===== config.mk =====
export PLATFORM = sky130hd
export DESIGN_NAME = qslerp_sqrt
export DESIGN_NICKNAME = d
export VERILOG_FILES = /design/src/hdl/qslerp_pkg.sv /design/src/hdl/qslerp_sqrt.sv
export SDC_FILE = /design/constraint.sdc
export NUM_CORES = 2
export LEC_CHECK = 0
export BUFFER_PORTS_ARGS = -buffer_cell sky130_fd_sc_hd__buf_2
export CAP_MARGIN = 0
export CORE_ASPECT_RATIO = 0.7
export CORE_MARGIN = 4
export CORE_UTILIZATION = 50
export CTS_CLUSTER_DIAMETER = 60
export DETAILED_ROUTE_END_ITERATION = 6
export GPL_TIMING_DRIVEN = 0
export PLACE_DENSITY_LB_ADDON = 0.08
export SLEW_MARGIN = 20
export SYNTH_ARGS = -nofsm -noshare
export SYNTH_HDL_FRONTEND = slang
export SYNTH_SLANG_ARGS = --single-unit

===== constraint.sdc =====
create_clock -name clock -period 3.6 [get_ports clock]
set_input_delay 0.72 -clock clock [delete_from_list [all_inputs] [get_ports clock]]
set_output_delay 0.72 -clock clock [all_outputs]
set_load 0.03 [all_outputs]

===== src/hdl/qslerp_pkg.sv =====
// Shared types, widths and constant tables for the quaternion slerp pipeline.
// No dependencies.
`timescale 1ns / 1ps
`default_nettype none

package qslerp_pkg;

   // CORDIC datapath width: holds gain growth of Q30 vectors and the angle sum
   localparam int CW = 34;
   typedef logic signed [CW-1:0] cval_type;

   // square root: 61-bit radicand, 31-bit root, one root bit per stage
   localparam int RAD_W    = 61;
   localparam int ROOT_W   = 31;
   localparam int SQ_STEPS = 31;
   localparam int SQ_RW    = 33;

   // divider: (sine << 30) / s, quotient bounded below 2^38 on the slerp path
   localparam int NUM_W = 61;
   localparam int DEN_W = 31;
   localparam int QW    = 38;

   localparam logic [30:0] ONE_Q30     = 31'h4000_0000;
   localparam cval_type    CORDIC_GAIN = 34'h0_26DD_3B6A;
   // 0.9999 * 10000 * 2^30, threshold for linear weights
   localparam logic [43:0] LIN_LIMIT   = 44'd10736344498176;

   typedef struct packed {
      logic [3:0][15:0] a;     // q0, index 0 = w
      logic [3:0][16:0] b;     // q1 after sign fix
      logic [16:0]      t;
      logic             lin;   // linear weights
      logic             byp0;  // t == 0
      logic             byp1;  // t >= 1.0
   } side_type;

   // arctangent of 2^-k, Q30, truncated
   function automatic logic [29:0] atan_entry(input logic [4:0] k);
      logic [29:0] v;
      case (k)
         5'd0:  v = 30'h3243F6A8;
         5'd1:  v = 30'h1DAC6705;
         5'd2:  v = 30'h0FADBAFC;
         5'd3:  v = 30'h07F56EA6;
         5'd4:  v = 30'h03FEAB76;
         5'd5:  v = 30'h01FFD55B;
         5'd6:  v = 30'h00FFFAAA;
         5'd7:  v = 30'h007FFF55;
         5'd8:  v = 30'h003FFFEA;
         5'd9:  v = 30'h001FFFFD;
         5'd10: v = 30'h000FFFFF;
         5'd11: v = 30'h0007FFFF;
         5'd12: v = 30'h0003FFFF;
         5'd13: v = 30'h0001FFFF;
         5'd14: v = 30'h0000FFFF;
         5'd15: v = 30'h00007FFF;
         5'd16: v = 30'h00003FFF;
         5'd17: v = 30'h00001FFF;
         5'd18: v = 30'h00000FFF;
         5'd19: v = 30'h000007FF;
         5'd20: v = 30'h000003FF;
         5'd21: v = 30'h000001FF;
         5'd22: v = 30'h000000FF;
         5'd23: v = 30'h0000007F;
         5'd24: v = 30'h0000003F;
         5'd25: v = 30'h0000001F;
         5'd26: v = 30'h0000000F;
         5'd27: v = 30'h00000007;
         5'd28: v = 30'h00000003;
         5'd29: v = 30'h00000001;
         default: v = 30'h00000000;
      endcase
      return v;
   endfunction

endpackage

`default_nettype wire


===== src/hdl/qslerp_sqrt.sv =====
// Pipelined floor square root, one root bit per stage.
// Depends on qslerp_pkg.
`timescale 1ns / 1ps
`default_nettype none

module qslerp_sqrt (
   input  wire logic                           clock,
   input  wire logic                           en,
   input  wire logic [qslerp_pkg::RAD_W-1:0]   rad,
   output logic      [qslerp_pkg::ROOT_W-1:0]  root
);

   import qslerp_pkg::*;

   logic [SQ_RW-1:0]   rem_ff [SQ_STEPS];
   logic [ROOT_W-1:0]  q_ff   [SQ_STEPS];
   logic [2*SQ_STEPS-1:0] r_ff [SQ_STEPS];

   genvar i;
   for (i = 0; i < SQ_STEPS; i++) begin : g_step
      logic [SQ_RW-1:0]      remp, rem_in;
      logic [ROOT_W-1:0]     qp, q_in;
      logic [2*SQ_STEPS-1:0] rp, r_in;
      logic [SQ_RW+1:0]      remx, trial;
      logic                  ge;

      if (i == 0) begin : g_first
         assign remp = '0;
         assign qp   = '0;
         assign rp   = {1'b0, rad};
      end else begin : g_next
         assign remp = rem_ff[i-1];
         assign qp   = q_ff[i-1];
         assign rp   = r_ff[i-1];
      end

      always_comb begin
         remx   = {remp, rp[2*SQ_STEPS-1 -: 2]};
         trial  = {2'b00, qp, 2'b01};
         ge     = (remx >= trial);
         rem_in = ge ? SQ_RW'(remx - trial) : remx[SQ_RW-1:0];
         q_in   = {qp[ROOT_W-2:0], ge};
         r_in   = {rp[2*SQ_STEPS-3:0], 2'b00};
      end

      always_ff @(posedge clock) begin
         if (en) begin
            rem_ff[i] <= rem_in;
            q_ff[i]   <= q_in;
            r_ff[i]   <= r_in;
         end
      end
   end

   assign root = q_ff[SQ_STEPS-1];

endmodule

`default_nettype wire


Word level (Yosys, flattened, before mapping) --
Memory sizes are Yosys's and may differ from the RTL's. Index checks and enable logic that the tools add are counted.
Word-level totals: flip-flop bits (word level) 0, bits in writable memories 3844, input bits 63, output and inout port bits 31, logic and storage cells 98, memories 3
Operators by class: add/subtract/negate cells 31, $lt $le $gt $ge 31, muxes and demuxes 33
Memory list:
- r_ff | words 31, width 60, rd ports 30, clocked after memory_dff 0, write ports 31, RTL line qslerp_sqrt.sv:17 | logic [2*SQ_STEPS-1:0] r_ff [SQ_STEPS];
- rem_ff | words 31, width 33, rd ports 30, clocked after memory_dff 0, write ports 31, RTL line qslerp_sqrt.sv:15 | logic [SQ_RW-1:0] rem_ff [SQ_STEPS];
- q_ff | words 31, width 31, rd ports 31, clocked after memory_dff 0, write ports 31, RTL line qslerp_sqrt.sv:16 | logic [ROOT_W-1:0] q_ff [SQ_STEPS];
Operators with widths (count):
- 35-bit by 33-bit >= comparator with 1-bit output | 30
- 33-bit two-way mux | 31
- 33-bit subtractor | 30
- 1-bit two-way mux | 2
- 1-bit by 1-bit subtractor with 2-bit output (second input constant) | 1
- 1-bit >= comparator (second input constant) | 1

Depth between registers and ports, before layout --
An unclocked memory read counts as a cell.
word-level depth 3, gate-level depth with buffers 14, gate-level depth less buffers 12

Least setup slack after synthesis --
OpenSTA, ideal clock, no wires.
kind reg-to-reg, from memory rem_ff[24][1], in the netlist rem_ff[12][1], to memory rem_ff[25][4], in the netlist rem_ff[12][37], data pin, library setup time 0.260 ns, arrival time 2.965 ns, required time 3.340 ns, setup slack 0.375 ns, cell stages (with the launch flop) 11, path buffers 1, clock period less this slack 3.225 ns, cell sequence edfxtp_1 ha_1 a21oi_1 a2111oi_0 o31ai_1 a2111oi_0 o31a_1 o21ai_1 nand3_1 buf_4 mux2_2
RTL lines (RTL line):
- start, declared | qslerp_sqrt.sv:15

==> flow_summary.toml <==
[placement]
routabilityCongestion = 0.889
place_area_um2 = 116000
dpl.hpwl_mm = 177
numPortBuffers = 93

[critical_path]
endpoint_kind = "flop"
cp_max_fo = 5
critPathSlowestCell = "edfxtp_1"
critical_path.max_stage_delay_ps = 450
path_delay_family = "compound AO/OA/AOI/OAI gates"
ff2ff_path_depth = 11
crit_buf_inv = 1
path_cells = "ha_4 > o21ai_0 > a22o_1 > a211o_1 > a211oi_4 > o21a_1 > o211a_1 > nor3b_4 > buf_4 > nor4_1 > xor2_1"
reg2reg_from = "rem_ff[11][0]"
worstReg2RegEnd = "rem_ff[11][61]"
r2r_slack_ps = 60
required_ps = 4240
crit_arrival_ps = 4170
start_kind = "flop"
crit_type = "flop to flop"

[worst_hold_path]
min_from = "rad[3]"
holdPathEnd = "r_ff[0][3]"
hold_class = "input port to flop"
whs_path_depth = 1

[power]
power_density_nw_per_um2 = 622
worst_ir_drop_vdd_mv = 0.470
switching_share_pct = 29.0
p_clk_share_pct = 31.3
leakage_nw = 47.7
internal_power_w = 0.0554
power.switching_w = 0.0226
power_frac_comb_pct = 21.3
pwr-share-seq_pct = 47.4
power_w = 0.0780

[sta]
relSlewSlack_pct = 37.2
slew_violations = 0
tightest_slew_ps = 934
clock_skew_ps = 57.1
min_period_ps = 3540
finalCritPeriodShare_pct = 98.3
setup_violations = 0
rsz0062_at_grt = "true"
hold_ws_ps = 75.4
max_freq_mhz = 283
finalHoldViolCount = 0

[finish]
diodes = 0
layout.area.seq_um2 = 70900
nFillCells = 18000
stdcell_area_um2 = 125000
syn2layout_area_growth_pct = 12.9
nets = 9654
multi_input_area_um2 = 37800
drive_gt1_share_pct = 9.80

[yosys]
synth_compound_area_share_pct = 10.2
synth_edf_count = 2361
synth_top_family_by_area = "compound AO/OA/AOI/OAI gates"
synth_common_cells = "edfxtp_1, inv_1, a21oi_1"
syn_nets = 9215
ys_ff_latch = 2361
synthFlopType = "edfxtp_1"
yosys.cell_count.top_type = "edfxtp_1"
synth-simple-area-share_pct = 9.97
ys_types = 104
avgSynthCellArea_um2 = 12.9
yosys_warnings = 0
syn_inst = 8626
synth_fa_ha_area_share_pct = 5.93
seq_area_frac_synth_pct = 63.9
synthArstFlopShare_pct = 0
netlist.area_leader.share_pct = 63.9
synth_xor_area_share_pct = 6.03
synth.cell_area_um2 = 111000
muxShareOfSynthArea_pct = 1.04
post-synth-top-area-cell = "edfxtp_1"
yosys-top-cells-area = "edfxtp_1, ha_1, xor2_1"

[global_route]
grt_pass1_wl_mm = 378
grt_pass1_vias = 65500
grt.total_usage_pct = 20.7
grt_antenna_before_repair = 3
grt_max_degree = 151
overflow = 0

[die]
rows = 144
initial_utilization_pct = 50.4
coreArea_um2 = 220000
die_h_um = 402
pin_count = 94
die_w_um = 571
dieArea_um2 = 230000

[clock_network]
cts_tree = "done"
cts.sinks = 2361
cts_made_buffers = 236
clkTransAtPathRegs_ps = 60
clockBufferDepth = 4
cts_max_level = 4
cts_root_buf = "clkbuf_16"
clk_latency_ps = 870

[routing]
post_drt_wl_per_cell_um = 20.1
wl_mm = 244
firstDrtPassIters = 6
vias = 68300
drc = 0
detailedRoute.firstIterationViolations = 5946
top_layer_used = "met4"
wl_met3_mm = 14.3
dr_wl_met2_mm = 105
vias_per_cell = 5.61
routedLengthMet1_mm = 121
antenna_left = 0

[status]
status = "completed"

[job]
drv_cap = 0
-- repair_timing --
item / CTS / global route
setup buffers: 16 / 28
resized for setup: 124 / 175
setup endpoints to repair: 455 / 442
pin swaps: 11 / 30
hold buffers: 60 / 0
endpoints found under the hold margin: 60 / 0
cloned: 0 / 2
-- cell families (layout without fill, tap and decap cells) --
group	count (synthesis)	count (layout)
AO/OA/AOI/OAI	1799	1800
XOR/XNOR	764	764
adder cells (fa/ha/maj)	526	526
buffers and inverters	863	1488
flip-flops	2361	2361
multiplexers	104	104
other	1	1
AND/OR/NAND/NOR	2208	2208
-- worst reg2reg max path: cells and delay by family (launching register included) --
kind	cells	cell delay [ps]
compound gates	6	1640
flops	1	450
buf+inv	1	160
simple gates	2	400
fa+ha+maj	1	320
xor+xnor	1	330
-- worst max path at each step --
stage | cells after the start | to | slack (ps) | startpoint
after floorplan | 10 | rem_ff[12][37] | 370 | rem_ff[12][1]
after detailed placement | 12 | rem_ff[12][53] | -1000 | q_ff[12][2]
after CTS | 12 | rem_ff[12][6] | 0.1 | rem_ff[11][43]
after global routing | 11 | rem_ff[9][26] | -30 | r_ff[8][119]
final | 11 | rem_ff[11][61] | 60 | rem_ff[11][0]
after global placement | 1 | r_ff[6][33] | -35410 | en
-- state kept, by name (all words and copies together) (netlist names) --
name,count
rem_ff,935
r_ff,930
q_ff,496
-- cell type report --
class	count	share of cell area [%]
Inverter	674	2.02
Tap cell	2920	2.92
Clock buffer	271	4.82
Buffer	174	0.699
Sequential cell	2361	56.6
Timing Repair Buffer	215	1.52
Clock inverter	154	1.30
Multi-Input combinational cell	5403	30.2
-- placed cells by master, fill, tap and decap left out, drive strengths merged, types with 375 or more instances in the layout --
cell and instances:
a21oi 545, clkbuf 389, edfxtp 2361, ha 526, inv 682, nand2 541
nor2 526, o21ai 455, xnor2 375, xor2 389
-- power by group through the flow --
stage          registers [W]  logic [W]  clock network [W]
2_1_floorplan         0.0364     0.0116                  0
3_3_place_gp          0.0394     0.0155                  0
3_5_place_dp          0.0375     0.0159                  0
4_1_cts               0.0370     0.0162             0.0252
5_1_grt               0.0373     0.0185             0.0264
6_report              0.0370     0.0166             0.0244
-- per-stage QoR --
stage               setup TNS, ps  std cells  setup WS [ps]  util, %
floorplan                       0       8626            375        -
global placement                -      11600         -35410     52.2
detailed placement        -281280      11700           -998     52.5
CTS                             0      12200         0.0990     56.5
global route                -79.2      12200          -34.5     56.9
finish                          0      12200           61.3     56.9
-- layer usage --
metal,global-route usage [%],vias to the layer above
met5,0,-
met4,3.89,0
met3,3.11,312
met2,30.4,1686
met1,32.9,33300
li1,-,32900
No activity file was read; power rests on OpenSTA's default activity.
